--- config.mk ---
export PLATFORM = sky130hd
export DESIGN_NAME = nec_ir_pulse_decoder_unit
export DESIGN_NICKNAME = d
export VERILOG_FILES = /design/src/hw/rtl/necir_pkg.sv /design/src/hw/rtl/necir_core.sv /design/src/hw/rtl/nec_ir_pulse_decoder_unit.sv
export SDC_FILE = /design/constraint.sdc
export NUM_CORES = 1
export LEC_CHECK = 0
export BUFFER_PORTS_ARGS = -buffer_cell sky130_fd_sc_hd__buf_4
export CAP_MARGIN = 10
export CORE_MARGIN = 2
export CORE_UTILIZATION = 55
export CTS_BUF_LIST = sky130_fd_sc_hd__clkbuf_16
export DETAILED_ROUTE_END_ITERATION = 7
export GPL_TIMING_DRIVEN = 0
export HOLD_SLACK_MARGIN = 0.05
export PLACE_DENSITY = 0.81
export SLEW_MARGIN = 20
export SYNTH_ARGS = -nofsm -noshare
export SYNTH_HDL_FRONTEND = slang
export SYNTH_SLANG_ARGS = --single-unit
--- constraint.sdc ---
create_clock -name aclk -period 6.3 [get_ports aclk]
set_input_delay 0.315 -clock aclk [delete_from_list [all_inputs] [get_ports aclk]]
set_output_delay 0.315 -clock aclk [all_outputs]
set_load 0.1 [all_outputs]
--- src/hw/rtl/necir_pkg.sv ---
// Shared types and timing constants for the NEC infrared pulse decoder.
`timescale 1ns / 1ps

package necir_pkg;

    typedef enum logic [1:0] {
        KIND_FALL    = 2'd0,
        KIND_RISE    = 2'd1,
        KIND_TIMEOUT = 2'd2,
        KIND_TAKE    = 2'd3
    } kind_t;

    typedef enum logic [1:0] {
        PH_IDLE   = 2'd0,
        PH_LEADER = 2'd1,
        PH_DATA   = 2'd2
    } phase_t;

    typedef struct packed {
        logic [1:0]  frame_phase;
        logic [5:0]  message_count;
        logic [31:0] message;
    } result_t;

    localparam logic [15:0] T_RESYNC_MIN   = 16'd30000;
    localparam logic [15:0] T_REPEAT_LO    = 16'd2000;
    localparam logic [15:0] T_REPEAT_HI    = 16'd2500;
    localparam logic [15:0] T_HEADER_LO    = 16'd4000;
    localparam logic [15:0] T_HEADER_HI    = 16'd5000;
    localparam logic [15:0] T_BIT_LO       = 16'd400;
    localparam logic [15:0] T_BIT_HI       = 16'd1880;
    localparam logic [15:0] T_GAP_LO       = 16'd800;
    localparam logic [15:0] T_GAP_HI       = 16'd1400;
    localparam logic [15:0] T_ONE_MIN      = 16'd1000;
    localparam logic [15:0] T_RISE_MAX     = 16'd11000;
    localparam logic [15:0] T_MARK_LO      = 16'd300;
    localparam logic [15:0] T_MARK_HI      = 16'd950;
    localparam logic [15:0] T_TIMEOUT_MAX  = 16'd10000;
    localparam logic [31:0] REPEAT_WINDOW  = 32'd262144;
    localparam logic [5:0]  FRAME_BITS     = 6'd32;
    localparam logic [5:0]  COUNT_NONE     = 6'd0;
    localparam logic [5:0]  COUNT_REPEAT   = 6'd1;
    localparam logic [31:0] REPEAT_MESSAGE = 32'd1;

endpackage

--- src/hw/rtl/necir_core.sv ---
// Frame state registers and the per-event decode logic.
`timescale 1ns / 1ps

module necir_core import necir_pkg::*; (
    input  logic        aclk,
    input  logic        aresetn,
    input  logic        step_en,
    input  logic [1:0]  kind,
    input  logic [31:0] elapsed_long,
    input  logic [15:0] elapsed_short,
    output result_t     result
);

    logic [31:0] time_sum_reg, time_sum_next;
    logic [31:0] last_time_reg, last_time_next;
    phase_t      phase_reg, phase_next;
    logic [5:0]  bits_reg, bits_next;
    logic [31:0] shift_reg, shift_next;
    logic [31:0] held_msg_reg, held_msg_next;
    logic [5:0]  held_cnt_reg, held_cnt_next;

    logic [31:0] sum_new;
    logic [31:0] since_last;
    logic [31:0] shift_bit;
    logic [31:0] shift_upd;
    logic [5:0]  bits_inc;
    logic [15:0] t;

    assign t          = elapsed_short;
    assign sum_new    = time_sum_reg + elapsed_long;
    assign since_last = sum_new - last_time_reg;
    assign shift_bit  = 32'h8000_0000 >> bits_reg[4:0];
    assign shift_upd  = (t > T_ONE_MIN) ? (shift_reg | shift_bit) : shift_reg;
    assign bits_inc   = bits_reg + 6'd1;

    always_comb begin
        time_sum_next  = time_sum_reg;
        last_time_next = last_time_reg;
        phase_next     = phase_reg;
        bits_next      = bits_reg;
        shift_next     = shift_reg;
        held_msg_next  = held_msg_reg;
        held_cnt_next  = held_cnt_reg;
        unique case (kind_t'(kind))
            KIND_TAKE: begin
                held_cnt_next = COUNT_NONE;
            end
            KIND_FALL: begin
                time_sum_next = sum_new;
                if (phase_reg == PH_IDLE || t >= T_RESYNC_MIN) begin
                    phase_next = PH_LEADER;
                    bits_next  = 6'd0;
                end else if (phase_reg == PH_LEADER) begin
                    if (t > T_REPEAT_LO && t < T_REPEAT_HI) begin
                        if (last_time_reg != 32'd0) begin
                            if (since_last < REPEAT_WINDOW) begin
                                if (held_cnt_reg == COUNT_NONE) begin
                                    held_cnt_next = COUNT_REPEAT;
                                    held_msg_next = REPEAT_MESSAGE;
                                end
                                last_time_next = sum_new;
                            end else begin
                                last_time_next = 32'd0;
                            end
                        end
                    end else if (t < T_HEADER_LO || t > T_HEADER_HI) begin
                        phase_next = PH_IDLE;
                    end else begin
                        phase_next = PH_DATA;
                        shift_next = 32'd0;
                    end
                end else if (phase_reg != PH_DATA) begin
                    phase_next = PH_IDLE;
                end else if (t < T_BIT_LO || t > T_BIT_HI) begin
                    phase_next = PH_IDLE;
                end else if (t > T_GAP_LO && t < T_GAP_HI) begin
                    phase_next = PH_IDLE;
                end else if (bits_reg < FRAME_BITS) begin
                    shift_next = shift_upd;
                    bits_next  = bits_inc;
                    if (bits_inc == FRAME_BITS) begin
                        held_msg_next  = shift_upd;
                        last_time_next = sum_new;
                        shift_next     = 32'd0;
                        held_cnt_next  = FRAME_BITS;
                        phase_next     = PH_IDLE;
                    end
                end
            end
            KIND_RISE: begin
                time_sum_next = sum_new;
                if (t > T_RISE_MAX) begin
                    phase_next = PH_IDLE;
                end else if (phase_reg == PH_DATA && (t < T_MARK_LO || t > T_MARK_HI)) begin
                    phase_next = PH_IDLE;
                end
            end
            KIND_TIMEOUT: begin
                time_sum_next = sum_new;
                if (t > T_TIMEOUT_MAX) begin
                    phase_next = PH_IDLE;
                end
            end
            default: begin
                held_cnt_next = held_cnt_reg;
            end
        endcase
    end

    always_ff @(posedge aclk) begin
        if (!aresetn) begin
            time_sum_reg  <= 32'd0;
            last_time_reg <= 32'd0;
            phase_reg     <= PH_IDLE;
            bits_reg      <= 6'd0;
            shift_reg     <= 32'd0;
            held_msg_reg  <= 32'd0;
            held_cnt_reg  <= COUNT_NONE;
        end else if (step_en) begin
            time_sum_reg  <= time_sum_next;
            last_time_reg <= last_time_next;
            phase_reg     <= phase_next;
            bits_reg      <= bits_next;
            shift_reg     <= shift_next;
            held_msg_reg  <= held_msg_next;
            held_cnt_reg  <= held_cnt_next;
        end
    end

    assign result.message       = held_msg_next;
    assign result.message_count = held_cnt_next;
    assign result.frame_phase   = phase_next;

endmodule

--- src/hw/rtl/nec_ir_pulse_decoder_unit.sv ---
// Top level of the NEC infrared pulse decoder with input and result registers.
`timescale 1ns / 1ps

// Decodes NEC infrared frames from a stream of timed edge events, one event per
// transfer, and returns one result per event: the held message, its count (0 none
// pending, 1 repeat, 32 full message) and the frame phase after that event. An
// event is registered on entry, decoded against the frame state and registered
// again on the result side, so an event can be taken in every cycle; its result
// passes through the input and result registers before it is presented. The rate
// of one event per cycle holds while the result side is not stalled; a stalled
// result side holds both stages and throttles the input through s_tready.

module nec_ir_pulse_decoder_unit import necir_pkg::*; (
    input  logic        aclk,
    input  logic        aresetn,
    input  logic        s_tvalid,
    output logic        s_tready,
    input  logic [47:0] s_tdata,   // elapsed_long[31:0], elapsed_short[47:32]
    input  logic [1:0]  s_tuser,   // kind[1:0]
    output logic        m_tvalid,
    input  logic        m_tready,
    output logic [39:0] m_tdata    // message[31:0], message_count[37:32], frame_phase[39:38]
);

    logic        in_valid_reg;
    logic [1:0]  in_kind_reg;
    logic [31:0] in_long_reg;
    logic [15:0] in_short_reg;
    logic        out_valid_reg;
    result_t     out_reg;
    result_t     core_result;
    logic        out_free;
    logic        advance;

    assign out_free = !out_valid_reg || m_tready;
    assign advance  = in_valid_reg && out_free;
    assign s_tready = !in_valid_reg || out_free;

    always_ff @(posedge aclk) begin
        if (!aresetn) begin
            in_valid_reg <= 1'b0;
        end else if (s_tready) begin
            in_valid_reg <= s_tvalid;
        end
    end

    always_ff @(posedge aclk) begin
        if (s_tready && s_tvalid) begin
            in_kind_reg  <= s_tuser;
            in_long_reg  <= s_tdata[31:0];
            in_short_reg <= s_tdata[47:32];
        end
    end

    necir_core u_core (
        .aclk          (aclk),
        .aresetn       (aresetn),
        .step_en       (advance),
        .kind          (in_kind_reg),
        .elapsed_long  (in_long_reg),
        .elapsed_short (in_short_reg),
        .result        (core_result)
    );

    always_ff @(posedge aclk) begin
        if (!aresetn) begin
            out_valid_reg <= 1'b0;
        end else if (out_free) begin
            out_valid_reg <= in_valid_reg;
        end
    end

    always_ff @(posedge aclk) begin
        if (advance) begin
            out_reg <= core_result;
        end
    end

    assign m_tvalid = out_valid_reg;
    assign m_tdata  = out_reg;

endmodule

**Word-level counts from Yosys, hierarchy flattened**

Index checks and enable logic that the tools add are counted.

- Output and inout port bits: 42
- Flip-flop bits (word level): 234
- Word-level logic and storage cells: 141
- Input port bits: 54

- Order comparisons: 16
- Mux-type cells: 61
- Reduce and logical (&&, ||, !) cells: 25
- Add/subtract/negate cells: 3
- Shifts and indexed selects: 1
- Bitwise logic cells: 2
- Equality and inequality tests: 18

Operators with widths:

| operator | count |
|---|---|
| 32-bit 2-to-1 mux | 30 |
| 6-bit 2-to-1 mux | 17 |
| 16-bit by 10-bit greater-than comparator with 1-bit output (second input constant) | 3 |
| 32-bit adder | 1 |
| 16-bit by 11-bit greater-than comparator with 1-bit output (second input constant) | 2 |
| 16-bit by 14-bit greater-than comparator with 1-bit output (second input constant) | 2 |
| 16-bit by 12-bit less-than comparator with 1-bit output (second input constant) | 2 |
| 16-bit by 9-bit less-than comparator with 1-bit output (second input constant) | 2 |
| 32-bit by 19-bit less-than comparator with 1-bit output (second input constant) | 1 |
| 32-bit bitwise OR | 1 |
| 32-bit nonzero test | 1 |
| 32-bit by 5-bit >> shifter with 32-bit output (first input constant) | 1 |
| 32-bit subtractor | 1 |
| 2-bit 2-to-1 mux | 12 |
| 16-bit by 15-bit greater-or-equal comparator with 1-bit output (second input constant) | 1 |
| 16-bit by 13-bit greater-than comparator with 1-bit output (second input constant) | 1 |
| 16-bit by 11-bit less-than comparator with 1-bit output (second input constant) | 1 |
| 2-bit by 1-bit inequality test with 1-bit output (second input constant) | 7 |
| 6-bit case mux with 2 select lines | 1 |
| 2-bit inequality test (second input constant) | 5 |
| 10-bit AND reduction | 1 |
| 9-bit AND reduction | 1 |
| 7-bit AND reduction | 1 |
| 6-bit by 1-bit adder with 6-bit output (second input constant) | 1 |
| other kinds (14) | 30 |

**Logic depth before layout (Yosys ltp)**

- Depth in word-level cells: 11
- Mapped depth: 24
- Gate-level depth less buffers: 21

**Cells and area by module**

A second synthesis with hierarchy kept.

- Cells, all modules: 1374
- Area total of the unflattened synthesis: 12690.9 µm²

Modules (own cells, without submodules):

| module | cells each | area an instance (µm²) | sequential area each (µm²) | times used |
|---|---|---|---|---|
| necir_core | 1275 | 9884.5 | 2842.7 | 1 |
| nec_ir_pulse_decoder_unit | 99 | 2806.4 | 2742.6 | 1 |

**Least setup slack after synthesis**

OpenSTA, ideal clock, no wires.

- Kind: reg-to-reg
- From: register in_long_reg[0]
- To: register out_reg, in the netlist m_tdata[10], data pin
- Library setup time: 0.261 ns
- Path slack: 0.786 ns
- Path buffers: 3
- Data required time: 6.039 ns
- Arrival time: 5.253 ns
- Clock period less this slack: 5.514 ns
- Stages on the path, launching flop included: 25
- Cells stage by stage: edfxtp_1 ha_1 fa_1 a211oi_1 o21a_1 nor3_1 nor2b_1 o31ai_1 a21o_1 o21ba_2 xor2_1 ha_1 buf_6 a21oi_2 o221ai_1 a21o_1 a221oi_2 a21boi_1 or4_4 a2111oi_4 nand4_2 o21ai_1 buf_2 buf_2 a21oi_1

RTL lines:

| item | RTL line | source |
|---|---|---|
| from (decl) | nec_ir_pulse_decoder_unit.sv:27 | `logic [31:0] in_long_reg;` |
| from (signal assigned) | nec_ir_pulse_decoder_unit.sv:50 | `in_long_reg <= s_tdata[31:0];` |
| to (signal assigned) | nec_ir_pulse_decoder_unit.sv:75 | `out_reg <= core_result;` |
| to (decl) | nec_ir_pulse_decoder_unit.sv:30 | `result_t out_reg;` |

==> reports/summary.log <==
qor: timing.timing.clock.skew 0.0149 ns
qor: finish.largest_reg_flops 40
qor: detailed_routing.drt_iter0_drc 1051
qor: detailed_routing.drc_errors 0
qor: global_route.gr-total-overflow 0
qor: timing.timing.fmax 163 MHz
qor: timing.report.final.slew_viol_count 0
qor: min_path.worstHoldStart m_tready
qor: timing.finalSetupViolCount 0
qor: logic_synthesis.synth_fp_nets 1640
qor: detailed_routing.drt-total-wl 35.9 mm
qor: global_route.global_route.usage.total 0.270
qor: clock_network.clock_tree.htree_level_count 1
qor: finish.multi_input_area 7180 µm²
qor: finish.layout.cell_area.non_filler 16000 µm²
qor: pwr.finalPower 4.15 mW
qor: logic_synthesis.synth-edff-count 90
qor: clock_network.clockBufferDepth 3
qor: clock_network.clk_latency 0.53 ns
qor: logic_synthesis.yosys.cell_count.top_type nor2_1
qor: logic_synthesis.synth-seq-area-share 0.422
qor: timing.timing.slew.headroom 0.450
qor: finish.syn2layout_area_growth 21.0%
qor: placed_design.gp_routability_congestion 0.968
qor: logic_synthesis.synthArstFlopShare 0
qor: logic_synthesis.synth.yosys.warnings 0
qor: placed_design.detailed_place.area 14400 µm²
qor: run.timing.max_cap.violations 0
qor: logic_synthesis.post_synth_inst_count 1511
qor: logic_synthesis.avgSynthCellArea 8.75 µm²
qor: detailed_routing.drt-wirelength-per-cell 17.7 µm
qor: die.design.portCount 96
qor: logic_synthesis.ys_ff_latch 234
qor: finish.fillers 1873
qor: die.std_cell_rows 56
qor: timing.post-route-period-util 0.974
qor: pwr.p_leak 5.95 nW
qor: timing.fin_setup_tns 0 ns
qor: setup_path.rr_worst_depth 24
qor: clock_network.clock_sink_count 234
qor: setup_path.worst-r2r-setup-slack 0.17 ns
qor: setup_path.regToRegStartpoint in_long_reg[0]$_DFFE_PP_
qor: setup_path.timing.critical_path.arrival 6.36 ns
qor: timing.finalCriticalPeriod 6.13 ns
qor: die.fp.dieW 159 µm
qor: clock_network.number_of_cts_inserted_buffers 27
qor: die.design.core.area 23500 µm²
qor: detailed_routing.routed-via-count 12200
qor: setup_path.critical_path.startpoint in_long_reg[0]$_DFFE_PP_
qor: placed_design.portBuffers 94
qor: die.floorplan.die.height 159 µm
qor: logic_synthesis.synth.distinct_cells 77
qor: global_route.grt_antenna_before_repair 0
qor: pwr.power.ir.vdd_worst 0.237 mV
qor: detailed_routing.antenna_left 0
qor: pwr.power.density 260 nW/µm²
qor: timing.final.hold.worst_slack 0.224 ns
qor: finish.antenna-diode-count 0
qor: logic_synthesis.netlist_top_cells_count 182 x nor2_1, 144 x dfxtp_1, 144 x nand2_1
qor: die.initial_utilization 0.562
qor: placed_design.placed_wire_length_estimate_after_detailed_placement 25.4 mm
qor: finish.final_nets 1817
qor: setup_path.endpoint_kind flip-flop
qor: setup_path.critPathLaunchType flip-flop
qor: logic_synthesis.ys.flop_type dfxtp_1
qor: min_path.min_path_type in2reg
qor: logic_synthesis.synth_top_area_share 0.218
qor: clock_network.clock_pin_slew_on_the_worst_setup_and_hold_paths 0.06 ns
qor: finish.layout-drive-gt1-share 0.117
qor: global_route.largest_net_degree_at_the_start_of_global_routing 46
qor: detailed_routing.vias_per_instance 6.04
qor: global_route.vias_in_the_first_global_route 11400
qor: min_path.hold_worst_path_end in_valid_reg$_SDFFE_PN0N_
qor: timing.report.final.hold_viol_count 0
qor: setup_path.reg_to_reg_critical_path_endpoint m_tdata[3]$_DFFE_PP_
qor: logic_synthesis.synth_top_cells_by_area dfxtp_1 22%, edfxtp_1 20%, ha_1 7.0%, nor2_1 5.2%, a21oi_1 5.0%
qor: timing.max_slew.worst_pin.slew 0.823 ns
qor: setup_path.crit_fanout 10
qor: clock_network.cts_root_buffer clkbuf_16
qor: die.dieArea 25300 µm²
qor: setup_path.crit_path_class reg2reg
qor: min_path.hold-path-cell-count 4
qor: detailed_routing.drt_pre_antenna_iters 5
qor: status.status finished clean
qor: clock_network.tritoncts done
qor: setup_path.cp_data_required_time 6.53 ns
qor: finish.final-seq-area 5590 µm²
qor: logic_synthesis.post_synth_instance_area 13200 µm²
qor: logic_synthesis.synth.largest_area_cell dfxtp_1
qor: global_route.grt_first_pass_wirelength 57.0 mm
[repair_timing]
action / 4_1_cts / 5_1_grt
endpoints found under the setup margin: 65 / 84
gates resized for setup: 11 / 21
hold endpoints to repair: 51 / 0
hold buffers: 51 / 0
buffers inserted: 2 / 1
pin swaps: 1 / 5
[metal layers]
metal	vias to the layer above	wire length, µm	global-route usage
met5	-	0	0
met4	0	1150	0.0884
met3	76	2270	0.0341
met2	515	16800	0.453
met1	5766	15600	0.365
li1	5883	-	-
[metrics by stage]
| step | util | setup slack, ns | std cells |
|---|---|---|---|
| 2_1_floorplan | - | 0.786 | 1511 |
| 3_3_place_gp | 0.609 | -0.319 | 1924 |
| 3_5_place_dp | 0.610 | -0.379 | 1926 |
| 4_1_cts | 0.676 | 0.0702 | 2028 |
| 5_1_grt | 0.680 | -0.0339 | 2027 |
| 6_report | 0.680 | 0.166 | 2027 |
[final cells by class]
type / count / share of cell area
timing repair buffer: 150 / 0.0799
sequential: 234 / 0.349
multi-input combinational: 1125 / 0.449
clock buffer: 28 / 0.0438
tap: 319 / 0.0249
clock inverter: 21 / 0.0156
buffer: 75 / 0.0203
inverter: 75 / 0.0177
[worst max-delay path by stage]
stage | end | slack (ns) | cells past startpoint
6_report | m_tdata[3]$_DFFE_PP_ | 0.17 | 24
5_1_grt | u_core.last_time_reg[29]$_SDFFE_PN0P_ | -0.03 | 24
4_1_cts | m_tdata[31]$_DFFE_PP_ | 0.07 | 23
3_5_place_dp | m_tdata[31]$_DFFE_PP_ | -0.38 | 22
3_3_place_gp | m_tdata[3]$_DFFE_PP_ | -0.32 | 22
2_1_floorplan | m_tdata[10]$_DFFE_PP_ | 0.79 | 24
[where the power goes]
part | switching [mW] | internal [mW]
sequential | 0.0239 | 1.62
combinational | 0.527 | 0.302
clock | 0.636 | 1.05
total | 1.19 | 2.97
[cells in the final DEF, fill, tap and decap left out, types with 6 or more instances in the layout]
cell / Yosys / final
nor2_1: 182 / 181
nand2_1: 144 / 144
dfxtp_1: 144 / 144
a21oi_1: 132 / 129
buf_4: 0 / 99
nor3_1: 93 / 92
edfxtp_1: 90 / 90
inv_1: 72 / 75
o21ai_0: 76 / 75
ha_1: 74 / 71
clkbuf_1: 64 / 62
dlygate4sd3_1: 0 / 51
o21a_1: 47 / 47
a22o_1: 33 / 33
clkbuf_16: 0 / 28
a2bb2oi_1: 26 / 26
nand3_1: 25 / 25
xnor2_1: 22 / 21
nor4_1: 17 / 17
a21o_1: 16 / 16
o211ai_1: 14 / 14
nor2b_1: 14 / 14
nand4_1: 13 / 13
o21bai_1: 13 / 13
a31oi_1: 11 / 11
mux2i_1: 11 / 11
a211oi_1: 14 / 11
nand2b_1: 10 / 10
o31ai_1: 12 / 10
xor2_1: 9 / 8
o211a_1: 8 / 8
and2_1: 9 / 8
and3_1: 7 / 7
o22ai_1: 7 / 7
clkinv_1: 3 / 7
clkinv_2: 0 / 6
bufinv_16: 0 / 6
[worst max-delay path, stage by stage, from the launching register on]
cell,delay (ns)
edfxtp_1,0.41
ha_1,0.26
fa_2,0.39
a211oi_2,0.27
o21a_1,0.16
nor3_1,0.07
nor2b_1,0.22
o31ai_2,0.12
a21o_1,0.21
o21ba_2,0.23
xor2_2,0.20
ha_1,0.28
buf_6,0.14
a21oi_2,0.14
o221ai_1,0.13
a21o_1,0.22
a221oi_4,0.35
a21boi_2,0.13
or4_4,0.51
a2111oi_4,0.41
nand4_4,0.19
o21ai_4,0.21
buf_4,0.19
buf_4,0.19
o21ai_0,0.17
[cell families (layout without fill, tap and decap cells)]
| family | after synthesis | count (layout) | synth area share |
|---|---|---|---|
| AO/OA/AOI/OAI | 464 | 464 | 0.242 |
| buffers and inverters | 152 | 349 | 0.0460 |
| adder cells (fa/ha/maj) | 75 | 75 | 0.0715 |
| multiplexers | 13 | 13 | 0.0100 |
| AND/OR/NAND/NOR | 542 | 542 | 0.187 |
| XOR/XNOR | 31 | 31 | 0.0205 |
| flip-flops | 234 | 234 | 0.422 |
(Power assumes the default switching activity.)
